<file path="config.mk">
export PLATFORM = sky130hd
export DESIGN_NAME = tgw_offset
export DESIGN_NICKNAME = d
export VERILOG_FILES = /design/src/design/assert_macros.svh /design/src/design/tgw_pkg.sv /design/src/design/tgw_offset.sv
export SDC_FILE = /design/constraint.sdc
export NUM_CORES = 2
export LEC_CHECK = 0
export ABC_AREA = 1
export BUFFER_PORTS_ARGS = -buffer_cell sky130_fd_sc_hd__buf_4
export CAP_MARGIN = 10
export CELL_PAD_IN_SITES_DETAIL_PLACEMENT = 0
export CELL_PAD_IN_SITES_GLOBAL_PLACEMENT = 1
export CORE_MARGIN = 3
export CORE_UTILIZATION = 40
export DETAILED_ROUTE_END_ITERATION = 12
export PLACE_DENSITY = 0.77
export REMOVE_ABC_BUFFERS = 1
export SYNTH_ARGS = -nofsm -noshare
export SYNTH_HDL_FRONTEND = slang
export SYNTH_SLANG_ARGS = --single-unit
</file>
<file path="constraint.sdc">
create_clock -name clk -period 9.09 [get_ports clk]
set_clock_uncertainty 0.15 [all_clocks]
set_input_delay 1.3635 -clock clk [delete_from_list [all_inputs] [get_ports clk]]
set_output_delay 1.3635 -clock clk [all_outputs]
set_load 0.05 [all_outputs]
</file>
<file path="src/design/assert_macros.svh">
// assertion macros shared by the tiled grid address design
// no dependencies; include guarded
`ifndef ASSERT_MACROS_SVH
`define ASSERT_MACROS_SVH

// same-cycle implication, checked while out of reset
`define ASSERT_IMPL(label, ante, cons) \
    label: assert property (@(posedge clk) disable iff (!rst_n) (ante) |-> (cons)) \
        else $error("assertion failed");

// next-cycle implication, checked while out of reset
`define ASSERT_NEXT(label, ante, cons) \
    label: assert property (@(posedge clk) disable iff (!rst_n) (ante) |=> (cons)) \
        else $error("assertion failed");

`endif

</file>
<file path="src/design/tgw_pkg.sv">
// types and constants of the tiled grid address block
// no dependencies
`timescale 1ns / 1ps

package tgw_pkg;

    localparam int GRID_W = 21;
    localparam int TILE_W = 17;
    localparam int MODE_W = 2;
    localparam int HDR_W  = 16;
    localparam int OFF_W  = 48;
    localparam int IDX_W  = 3;
    localparam int DATA_W = 32;

    localparam logic [IDX_W-1:0] REG_GRID_WIDTH   = 3'd0;
    localparam logic [IDX_W-1:0] REG_GRID_HEIGHT  = 3'd1;
    localparam logic [IDX_W-1:0] REG_TILE_WIDTH   = 3'd2;
    localparam logic [IDX_W-1:0] REG_TILE_HEIGHT  = 3'd3;
    localparam logic [IDX_W-1:0] REG_TILES_ACROSS = 3'd4;
    localparam logic [IDX_W-1:0] REG_WRAP_MODE    = 3'd5;
    localparam logic [IDX_W-1:0] REG_HEADER_BYTES = 3'd6;

    localparam logic [MODE_W-1:0] WRAP_NONE  = 2'd0;
    localparam logic [MODE_W-1:0] WRAP_WIDTH = 2'd1;
    localparam logic [MODE_W-1:0] WRAP_WM1   = 2'd2;

    localparam logic [HDR_W-1:0] HEADER_RESET = 16'd5000;

    typedef struct packed {
        logic [GRID_W-1:0] grid_width;
        logic [GRID_W-1:0] grid_height;
        logic [TILE_W-1:0] tile_width;
        logic [TILE_W-1:0] tile_height;
        logic [TILE_W-1:0] tiles_across;
        logic [MODE_W-1:0] wrap_mode;
        logic [HDR_W-1:0]  header_bytes;
    } cfg_t;

    typedef struct packed {
        logic              col_in;
        logic              neg;
        logic [GRID_W-1:0] col_lo;
        logic [GRID_W-1:0] row;
        logic              miss;
    } mod_side_t;

endpackage

</file>
<file path="src/design/tgw_offset.sv">
// tile number, in-tile offset and final byte offset, four register stages
// depends on tgw_pkg
`timescale 1ns / 1ps

module tgw_offset #(
    parameter int SAMPLE_BYTES = 4
) (
    input  logic                      clk,
    input  logic                      rst_n,
    input  logic                      en,
    input  tgw_pkg::cfg_t             cfg,
    input  logic                      in_vld,
    input  logic                      in_miss,
    input  logic [tgw_pkg::GRID_W-1:0] qx,
    input  logic [tgw_pkg::TILE_W-1:0] rx,
    input  logic [tgw_pkg::GRID_W-1:0] qy,
    input  logic [tgw_pkg::TILE_W-1:0] ry,
    output logic                      out_vld,
    output logic                      out_miss,
    output logic [tgw_pkg::OFF_W-1:0] out_off
);
    import tgw_pkg::*;

    localparam int TN_W   = GRID_W + TILE_W + 1;
    localparam int GN_W   = 2 * TILE_W + 1;
    localparam int AREA_W = 2 * TILE_W;
    localparam int LO_W   = 24;
    localparam int HI_W   = TN_W - LO_W;
    localparam int SB_W   = 4;

    logic [2:0]        vld_reg;
    logic [2:0]        miss_reg;
    logic [TN_W-1:0]   tn_reg;
    logic [GN_W-1:0]   gn1_reg;
    logic [AREA_W-1:0] area_reg;
    logic [OFF_W-1:0]  pp_lo_reg;
    logic [LO_W-1:0]   pp_hi_reg;
    logic [GN_W-1:0]   gn2_reg;
    logic [OFF_W-1:0]  sum_reg;
    logic              out_vld_reg;
    logic              out_miss_reg;
    logic [OFF_W-1:0]  off_reg;

    logic [AREA_W+LO_W-1:0] pp_lo_full;
    logic [AREA_W+HI_W-1:0] pp_hi_full;
    logic [OFF_W-1:0]       off_next;

    assign pp_lo_full = AREA_W'(area_reg) * tn_reg[LO_W-1:0];
    assign pp_hi_full = AREA_W'(area_reg) * tn_reg[TN_W-1:LO_W];
    assign off_next   = OFF_W'(cfg.header_bytes)
                      + OFF_W'(sum_reg * SB_W'(SAMPLE_BYTES));

    always_ff @(posedge clk or negedge rst_n)
    begin
        if (!rst_n)
        begin
            vld_reg     <= '0;
            out_vld_reg <= 1'b0;
        end
        else if (en)
        begin
            vld_reg     <= {vld_reg[1:0], in_vld};
            out_vld_reg <= vld_reg[2];
        end
    end

    always_ff @(posedge clk)
    begin
        if (en)
        begin
            miss_reg     <= {miss_reg[1:0], in_miss};
            tn_reg       <= TN_W'(qx) + TN_W'(qy * cfg.tiles_across);
            gn1_reg      <= GN_W'(rx) + GN_W'(ry * cfg.tile_width);
            area_reg     <= cfg.tile_width * cfg.tile_height;
            pp_lo_reg    <= pp_lo_full[OFF_W-1:0];
            pp_hi_reg    <= pp_hi_full[LO_W-1:0];
            gn2_reg      <= gn1_reg;
            sum_reg      <= pp_lo_reg + {pp_hi_reg, {LO_W{1'b0}}} + OFF_W'(gn2_reg);
            out_miss_reg <= miss_reg[2];
            off_reg      <= miss_reg[2] ? '0 : off_next;
        end
    end

    assign out_vld  = out_vld_reg;
    assign out_miss = out_miss_reg;
    assign out_off  = off_reg;

endmodule

</file>
==> results.json <==
{
  "syn_avg_cell_area_sq_um": 7.98,
  "tns_ns": 0,
  "antenna_found_initial": 0,
  "min_to": "gn2_reg[6]",
  "path_class": "register to register",
  "synthTopCellsByArea": "fa_1 (40%), inv_1 (13%), nand2_1 (13%)",
  "ys_seq_area_share_pct": 11.9,
  "cts_setup_buffers": 0,
  "grt-ovfl-total": 0,
  "start_util_pct": 40.4,
  "die_w_microns": 451,
  "clockBufferDepth": 3,
  "rows": 162,
  "synth_fa_ha_area_share_pct": 49.6,
  "cts_made_buffers": 39,
  "synth_edf_count": 309,
  "synth_seq_cells": 313,
  "die_h_microns": 451,
  "slew_viol_final": 0,
  "dr_wl_met2_microns": 105000,
  "clockRootBuffer": "clkbuf_16",
  "slew-limit-headroom_pct": 10.4,
  "htree_levels": 2,
  "via_per_inst": 4.90,
  "async_flop_share_pct": 1.28,
  "status": "finished clean",
  "finalCritPeriodShare_pct": 83.1,
  "r2r-start": "tn_reg[5]",
  "fp.dieArea_sq_um": 203000,
  "synth_cells": 9911,
  "post-place-ws_ns": 1.66,
  "rsz0062_at_grt": "false",
  "postPlaceCellArea_sq_um": 82900,
  "layout-drive-gt1-share_pct": 4.06,
  "nets": 12177,
  "io_pins": 242,
  "drtIter0Drc": 3768,
  "cts.sinks": 313,
  "insertion_delay_ns": 0.61,
  "io_buffers": 197,
  "routedWlPerCell_microns": 17.6,
  "synth_top_family_by_area": "adder cells",
  "synth_ff_type": "edfxtp_1",
  "cp.arrival_ns": 7.75,
  "grt_pass1_vias": 66121,
  "postCtsHoldBufs": 0,
  "drc": 0,
  "wirelength_met1_microns": 95800,
  "synth.most_common_cell": "inv_1",
  "cp.required_ns": 9.29,
  "drt-pass1-iter-count": 8,
  "grt_pass1_wl_microns": 358000,
  "start_kind": "register",
  "synthSimpleGateAreaFrac_pct": 16.6,
  "setup_slack_ns": 1.54,
  "setup_viol": 0,
  "grt_max_degree": 98,
  "met3_length_microns": 10800,
  "synthTopCellsByCount": "inv_1 (2841), nand2_1 (2649), fa_1 (1583), ha_1 (602), clkbuf_1 (385)",
  "synth-compound-area-share_pct": 4.25,
  "globalplace.congestion": 0.926,
  "cp-end-kind": "register",
  "final-hold-violation-count": 0,
  "totalWireLength_microns": 219000,
  "synth_top_area_share_pct": 40.0,
  "cts_tree": "built",
  "drv_cap": 0,
  "clk_pin_slew_worst_paths_ns": 0.06,
  "ys_types": 55,
  "hold_path_startpoint": "gn1_reg[6]",
  "area_growth_pct": 6.38,
  "antenna_left": 0,
  "fmax_mhz": 132,
  "worstMarginPinSlew_ns": 1.34,
  "hold_class": "register to register",
  "finalInstanceArea_sq_um": 84200,
  "grt_use_total_pct": 22.1,
  "hpwl_microns": 180000,
  "ff2ff_path_depth": 23,
  "routed.top_layer": "met4",
  "netlist_area_sq_um": 79100,
  "largest_reg_flops": 48,
  "yosysTopAreaCell": "fa_1",
  "r2r-end": "pp_lo_reg[25]",
  "yosysWarnings": 0,
  "synth_xor_area_share_pct": 2.07,
  "muxShareOfSynthArea_pct": 0,
  "cts.repair.resized": 0,
  "cp_max_fo": 25,
  "num_vias": 61048,
  "core_area_sq_um": 196000,
  "period_needed_ns": 7.55,
  "hold_path_depth": 0,
  "r2r_setup_slack_ns": 1.54
}
## worst max path at each step
stage | startpoint | cells past startpoint | to
floorplan | tn_reg[3] | 25 | pp_lo_reg[30]
detailed placement | tn_reg[5] | 23 | pp_lo_reg[25]
CTS | tn_reg[5] | 26 | pp_lo_reg[45]
finish | tn_reg[5] | 23 | pp_lo_reg[25]
global placement | tn_reg[5] | 23 | pp_lo_reg[25]
global route | tn_reg[5] | 26 | pp_lo_reg[45]
## layout make-up
class	instances	area (sq um)
inverter	2864	10800
clock buffer	42	987
antenna	1	2.50
multi-input combinational	6307	57400
tap	2624	3280
sequential	313	9380
clock inverter	29	303
timing repair buffer	275	2090
fill	20031	112000
## placed cells by master (no fill, tap or decap), types with 6 or more instances in the layout
| cell type | count |
|---|---|
| xor2_1 | 139 |
| nand4_1 | 39 |
| xnor2_1 | 48 |
| nor2_1 | 352 |
| nand3_1 | 184 |
| o211ai_1 | 6 |
| nand3b_1 | 15 |
| clkbuf_16 | 39 |
| o21bai_1 | 29 |
| a21o_1 | 29 |
| clkinvlp_4 | 6 |
| edfxtp_1 | 309 |
| clkinv_1 | 8 |
| o21ai_1 | 56 |
| a31oi_1 | 27 |
| o21ai_0 | 117 |
| inv_1 | 2841 |
| nand2_1 | 2649 |
| a21oi_1 | 276 |
| fa_1 | 1583 |
| nor4_1 | 12 |
| inv_2 | 22 |
| ha_1 | 602 |
| nor3_1 | 52 |
| nor2_2 | 10 |
| and3_1 | 6 |
| buf_4 | 273 |
| o21a_1 | 17 |
| nand2_2 | 6 |
## metal layers
| layer | vias to the layer above | global-route usage (%) |
|---|---|---|
| met3 | 307 | 1.98 |
| met4 | 0 | 6.42 |
| met1 | 30673 | 29.8 |
| li1 | 28300 | - |
| met2 | 1768 | 37.8 |
| met5 | - | 0 |
## metrics by stage
step / util [%] / instances / hold WS (ns)
after global placement: 42.3 / 12382 / 0.254
final: 43.0 / 12455 / 0.266
after global routing: 43.0 / 12454 / 0.273
after floorplan: - / 9484 / 0.250
after detailed placement: 42.3 / 12382 / 0.255
after CTS: 43.0 / 12453 / 0.266
## kinds of logic (layout without fill, tap and decap cells)
group	after synthesis	after routing
compound gates	593	593
buf+inv	3291	3210
xor+xnor	187	187
flops	313	313
other cells	0	1
fa+ha+maj	2185	2185
simple gates	3342	3342
## critical path, stage by stage (launching register included)
cell and delay [ns]:
edfxtp_1 1.20, buf_4 0.37, nand2_1 0.09, fa_1 0.48, inv_1 0.05, fa_1 0.50, inv_1 0.06, fa_1 0.53
inv_1 0.05, fa_1 0.44, fa_1 0.48, fa_1 0.54, inv_1 0.05, fa_1 0.50, inv_1 0.05, ha_1 0.36
a21oi_1 0.30, o21ai_0 0.23, a21oi_1 0.24, o21ai_1 0.20, inv_2 0.10, nor2_1 0.05, nor3_1 0.14, nor2_1 0.08
Power is not shown: default switching activity piles up to over one toggle a cycle in this logic, so the estimate is an artifact.
