## src/design/assert_macros.svh

```systemverilog
// assertion macros shared by the tiled grid address design
// no dependencies; include guarded
`ifndef ASSERT_MACROS_SVH
`define ASSERT_MACROS_SVH

// same-cycle implication, checked while out of reset
`define ASSERT_IMPL(label, ante, cons) \
    label: assert property (@(posedge clk) disable iff (!rst_n) (ante) |-> (cons)) \
        else $error("assertion failed");

// next-cycle implication, checked while out of reset
`define ASSERT_NEXT(label, ante, cons) \
    label: assert property (@(posedge clk) disable iff (!rst_n) (ante) |=> (cons)) \
        else $error("assertion failed");

`endif

```

## src/design/tgw_pkg.sv

```systemverilog
// types and constants of the tiled grid address block
// no dependencies
`timescale 1ns / 1ps

package tgw_pkg;

    localparam int GRID_W = 21;
    localparam int TILE_W = 17;
    localparam int MODE_W = 2;
    localparam int HDR_W  = 16;
    localparam int OFF_W  = 48;
    localparam int IDX_W  = 3;
    localparam int DATA_W = 32;

    localparam logic [IDX_W-1:0] REG_GRID_WIDTH   = 3'd0;
    localparam logic [IDX_W-1:0] REG_GRID_HEIGHT  = 3'd1;
    localparam logic [IDX_W-1:0] REG_TILE_WIDTH   = 3'd2;
    localparam logic [IDX_W-1:0] REG_TILE_HEIGHT  = 3'd3;
    localparam logic [IDX_W-1:0] REG_TILES_ACROSS = 3'd4;
    localparam logic [IDX_W-1:0] REG_WRAP_MODE    = 3'd5;
    localparam logic [IDX_W-1:0] REG_HEADER_BYTES = 3'd6;

    localparam logic [MODE_W-1:0] WRAP_NONE  = 2'd0;
    localparam logic [MODE_W-1:0] WRAP_WIDTH = 2'd1;
    localparam logic [MODE_W-1:0] WRAP_WM1   = 2'd2;

    localparam logic [HDR_W-1:0] HEADER_RESET = 16'd5000;

    typedef struct packed {
        logic [GRID_W-1:0] grid_width;
        logic [GRID_W-1:0] grid_height;
        logic [TILE_W-1:0] tile_width;
        logic [TILE_W-1:0] tile_height;
        logic [TILE_W-1:0] tiles_across;
        logic [MODE_W-1:0] wrap_mode;
        logic [HDR_W-1:0]  header_bytes;
    } cfg_t;

    typedef struct packed {
        logic              col_in;
        logic              neg;
        logic [GRID_W-1:0] col_lo;
        logic [GRID_W-1:0] row;
        logic              miss;
    } mod_side_t;

endpackage

```

## src/design/tgw_if.sv

```systemverilog


interface tgw_cfg_if;
    logic                       valid;
    logic                       ready;
    logic [tgw_pkg::IDX_W-1:0]  index;
    logic [tgw_pkg::DATA_W-1:0] data;
    modport source (output valid, index, data, input ready);
    modport sink (input valid, index, data, output ready);
endinterface

```

## src/design/tgw_cfg.sv

```systemverilog
// configuration register file
// depends on tgw_pkg and tgw_cfg_if
`timescale 1ns / 1ps

module tgw_cfg (
    input  logic          clk,
    input  logic          rst_n,
    tgw_cfg_if.sink       cfg_ch,
    output tgw_pkg::cfg_t cfg
);
    import tgw_pkg::*;

    cfg_t cfg_reg;
    cfg_t cfg_next;

    assign cfg_ch.ready = 1'b1;
    assign cfg = cfg_reg;

    always_comb
    begin
        cfg_next = cfg_reg;
        if (cfg_ch.valid)
        begin
            unique case (cfg_ch.index)
                REG_GRID_WIDTH:   cfg_next.grid_width   = cfg_ch.data[GRID_W-1:0];
                REG_GRID_HEIGHT:  cfg_next.grid_height  = cfg_ch.data[GRID_W-1:0];
                REG_TILE_WIDTH:   cfg_next.tile_width   = cfg_ch.data[TILE_W-1:0];
                REG_TILE_HEIGHT:  cfg_next.tile_height  = cfg_ch.data[TILE_W-1:0];
                REG_TILES_ACROSS: cfg_next.tiles_across = cfg_ch.data[TILE_W-1:0];
                REG_WRAP_MODE:    cfg_next.wrap_mode    = cfg_ch.data[MODE_W-1:0];
                REG_HEADER_BYTES: cfg_next.header_bytes = cfg_ch.data[HDR_W-1:0];
                default:          cfg_next = cfg_reg;
            endcase
        end
    end

    always_ff @(posedge clk or negedge rst_n)
    begin
        if (!rst_n)
        begin
            cfg_reg.grid_width   <= GRID_W'(2);
            cfg_reg.grid_height  <= GRID_W'(1);
            cfg_reg.tile_width   <= TILE_W'(1);
            cfg_reg.tile_height  <= TILE_W'(1);
            cfg_reg.tiles_across <= TILE_W'(1);
            cfg_reg.wrap_mode    <= WRAP_NONE;
            cfg_reg.header_bytes <= HEADER_RESET;
        end
        else
        begin
            cfg_reg <= cfg_next;
        end
    end

endmodule

```

## src/flat_wrapper.sv

```systemverilog
// flat-port wrapper written by rule: the top's interface ports become plain ports
module tgw_cfg_flat import tgw_pkg::*;
  (clk, rst_n, cfg, cfg_ch_valid, cfg_ch_index, cfg_ch_data, cfg_ch_ready);
  tgw_cfg_if cfg_ch_i ();
  input  logic clk;
  input  logic rst_n;
  output tgw_pkg::cfg_t cfg;
  input wire logic [$bits(cfg_ch_i.valid)-1:0] cfg_ch_valid;
  input wire logic [$bits(cfg_ch_i.index)-1:0] cfg_ch_index;
  input wire logic [$bits(cfg_ch_i.data)-1:0] cfg_ch_data;
  output wire logic [$bits(cfg_ch_i.ready)-1:0] cfg_ch_ready;
  assign cfg_ch_i.valid = cfg_ch_valid;
  assign cfg_ch_i.index = cfg_ch_index;
  assign cfg_ch_i.data = cfg_ch_data;
  assign cfg_ch_ready = cfg_ch_i.ready;
  tgw_cfg u_core (.clk(clk), .rst_n(rst_n), .cfg_ch(cfg_ch_i), .cfg(cfg));
endmodule
```

## config.mk

```make
export PLATFORM = sky130hd
export DESIGN_NAME = tgw_cfg_flat
export DESIGN_NICKNAME = d
export VERILOG_FILES = /design/src/design/assert_macros.svh /design/src/design/tgw_pkg.sv /design/src/design/tgw_if.sv /design/src/design/tgw_cfg.sv /design/src/flat_wrapper.sv
export SDC_FILE = /design/constraint.sdc
export NUM_CORES = 1
export LEC_CHECK = 0
export BUFFER_PORTS_ARGS = -buffer_cell sky130_fd_sc_hd__buf_2
export CAP_MARGIN = 10
export CORE_MARGIN = 4
export CORE_UTILIZATION = 23
export DETAILED_ROUTE_END_ITERATION = 10
export GPL_ROUTABILITY_DRIVEN = 1
export HOLD_SLACK_MARGIN = 0.03
export PLACE_DENSITY = 0.44
export SLEW_MARGIN = 20
export SYNTH_ARGS = -nofsm -noshare
export SYNTH_HDL_FRONTEND = slang
export SYNTH_SLANG_ARGS = --single-unit
```

## constraint.sdc

```tcl
create_clock -name clk -period 1.5 [get_ports clk]
set_input_delay 0.15 -clock clk [delete_from_list [all_inputs] [get_ports clk]]
set_output_delay 0.15 -clock clk [all_outputs]
set_load 0.01 [all_outputs]
```

==> results.sh <==
export IMPL_fin_area_mm2=0.00567
export IMPL_crit_chain="buf_2"
export IMPL_min_path_type="input pin to register"
export IMPL_fin_crit_ns=1.16
export IMPL_synth_ff_type="dfrtp_1"
export IMPL_hold_depth=2
export IMPL_port_buffers=137
export IMPL_r2r_start="u_core.cfg[58]$_DFFE_PN0P_"
export IMPL_drv_cap=0
export IMPL_p_leak_nw=2.65
export IMPL_vdd_ir_drop_max_uv=516
export IMPL_cp_top_family="flip-flops"
export IMPL_drtIter0Drc=59
export IMPL_p_comb_share_pct=22.8
export IMPL_synth_cells=241
export IMPL_synth_common_cells="mux2_2, dfrtp_1, dfstp_2"
export IMPL_setup_tns_final_ns=0
export IMPL_critPathSlowestCell="dfstp_2"
export IMPL_grt_pass1_wl_mm=16.9
export IMPL_grt_pass1_vias=2907
export IMPL_synth_area_mm2=0.00422
export IMPL_ys_ff_latch=111
export IMPL_root_buffer="clkbuf_16"
export IMPL_min_delay_start="cfg_ch_data[18]"
export IMPL_critPathMaxFanout=2
export IMPL_cp_end_kind="output port"
export IMPL_first_pass_iters=3
export IMPL_clkSinkCount=111
export IMPL_synthTopCellsByArea="dfrtp_1, mux2_2, dfstp_2, buf_6, nand4b_2"
export IMPL_pin_count=150
export IMPL_post_cts_buffers=0
export IMPL_setup_viol=0
export IMPL_fin_skew_ns=0
export IMPL_async_reset_ff_share_pct=100
export IMPL_rr_worst_depth=1
export IMPL_grt_use_total_pct=10.9
export IMPL_multi_input_area_mm2=0.00135
export IMPL_finalHoldViolCount=0
export IMPL_synthDistinctLibCells=13
export IMPL_swShare_pct=27.3
export IMPL_yosysSeqAreaShare_pct=66.2
export IMPL_synth_top_cell_area_share_pct=59.9
export IMPL_die_area_mm2=0.0206
export IMPL_die_w_um=143
export IMPL_yosys_warnings=0
export IMPL_synthMostInstantiatedCell="mux2_2"
export IMPL_fillerInstances=1864
export IMPL_status="complete, no violations"
export IMPL_n_antenna_cell=0
export IMPL_totalWireLength_mm=10.8
export IMPL_clk_latency_ns=0.34
export IMPL_area_delta_synth_final_pct=34.5
export IMPL_synth_top_area_cell="dfrtp_1"
export IMPL_drive_above_1_share_pct=72.4
export IMPL_max_freq_ghz=0.864
export IMPL_antenna_found_initial=0
export IMPL_viasPerCell=4.16
export IMPL_seqCellArea_mm2=0.00279
export IMPL_rows=49
export IMPL_gp_congestion=0.661
export IMPL_largest_register_ffs=111
export IMPL_critPathBufInv=1
export IMPL_die_h_um=143
export IMPL_reg2reg_to="u_core.cfg[58]$_DFFE_PN0P_"
export IMPL_powerDensity_mw_per_mm2=1490
export IMPL_path_class="register to output port"
export IMPL_fin_nets=435
export IMPL_finalMaxSlewViolations=0
export IMPL_crit_arrival_ns=1.01
export IMPL_drc=0
export IMPL_cts_buffer_depth=2
export IMPL_cts_tree="done"
export IMPL_synth_edff_count=0
export IMPL_h_tree_depth=3
export IMPL_cp_start_kind="register"
export IMPL_start_util_pct=23.4
export IMPL_reg2reg_slack_ns=0.71
export IMPL_core_area_mm2=0.0180
export IMPL_power_switching_w=0.00230
export IMPL_grt_max_degree=36
export IMPL_rsz0062_at_grt="no"
export IMPL_grt_overflow_total=0
export IMPL_syn_nets=279
export IMPL_cpPeakStageDelay_ns=0.53
export IMPL_cts_clk_slew_worst_paths_ns=0.07
export IMPL_avgSynthCellArea_um2=17.5
export IMPL_vias=2623
export IMPL_fin_crit_sh_pct=77.1
export IMPL_seq_power_share_pct=47.7
export IMPL_dpl_cell_area_mm2=0.00533
export IMPL_drtAntennaViolNets=0
export IMPL_required_ns=1.35
export IMPL_min_to="u_core.cfg[87]$_DFFE_PN0P_"
export IMPL_p_int_w=0.00613
export IMPL_dp_hpwl_mm=7.83
export IMPL_wl_per_cell_um=17.2
export IMPL_p_clk_share_pct=29.5
export IMPL_numCtsBuffers=9
-- how the worst max path moves through the flow --
stage | start | to | slack, ns | cells after the start
floorplan | cfg_ch_index[0] | u_core.cfg[90]$_DFFE_PN0P_ | 0.34 | 3
global placement | cfg_ch_index[0] | u_core.cfg[102]$_DFFE_PN0P_ | 0.13 | 4
detailed placement | cfg_ch_index[0] | u_core.cfg[108]$_DFFE_PN0P_ | 0.12 | 4
CTS | u_core.cfg[35]$_DFFE_PN1P_ | cfg[35] | 0.31 | 1
global route | u_core.cfg[35]$_DFFE_PN1P_ | cfg[35] | 0.30 | 1
finish | u_core.cfg[35]$_DFFE_PN1P_ | cfg[35] | 0.34 | 1
-- power groups by stage --
stage                     logic (W)  clock network (W)  registers (W)
final                       0.00192            0.00248        0.00403
after floorplan            0.000628                  0        0.00438
after global placement      0.00194                  0        0.00406
after CTS                   0.00198            0.00261        0.00404
after global routing        0.00210            0.00273        0.00412
after detailed placement    0.00197                  0        0.00409
-- cell type report --
type                       count  share of cell area (%)
clock buffer                  14                    4.83
tap                          229                    5.05
timing repair buffer         156                    16.3
clock inverter                 2                   0.684
multi-input combinational    119                    23.9
sequential                   111                    49.2
-- per-stage QoR --
step | setup slack [ns] | hold WS (ns) | util [%] | power, W | std cells
6_report | 0.343 | 0.0503 | 31.5 | 0.00843 | 631
3_3_place_gp | 0.134 | 0.128 | 29.6 | 0.00600 | 612
4_1_cts | 0.311 | 0.0303 | 31.5 | 0.00862 | 631
2_1_floorplan | 0.337 | -0.146 | - | 0.00501 | 241
3_5_place_dp | 0.124 | 0.134 | 29.6 | 0.00606 | 612
5_1_grt | 0.297 | 0.0361 | 31.5 | 0.00895 | 631
-- placed cells by master (no fill, tap or decap) --
cell / netlist / layout
clkbuf_1: 0 / 2
bufinv_16: 0 / 1
dfstp_2: 10 / 10
conb_1: 1 / 1
clkbuf_16: 0 / 9
mux2_2: 109 / 109
buf_12: 0 / 7
and4bb_1: 1 / 1
inv_6: 0 / 1
buf_4: 3 / 10
buf_2: 5 / 136
and4bb_2: 2 / 2
nand4b_2: 2 / 2
mux2_1: 2 / 2
nor4b_4: 0 / 1
dlygate4sd3_1: 0 / 3
nand4b_1: 1 / 1
clkbuf_8: 0 / 3
dfrtp_1: 101 / 101
-- kinds of logic after synthesis --
logic type             after synthesis  share of synthesized area, %
buffers and inverters               11                          1.93
DFF                                111                          66.2
other                                1                        0.0889
muxes                              111                          29.6
and+or+nand+nor                      7                          2.17
-- layer usage --
metal	vias to the layer above	track usage (%)	routed length (um)
met5	-	0	0
met4	0	3.47	136
met3	11	3.39	701
met2	80	17.3	5080
met1	1360	14.2	4930
li1	1172	-	-
-- what timing repair did --
action | CTS | global route
resized for setup | 0 | 0
hold endpoints to repair | 27 | 0
hold buffers | 3 | 0
Note: power is estimated with default switching activity, not from simulation.
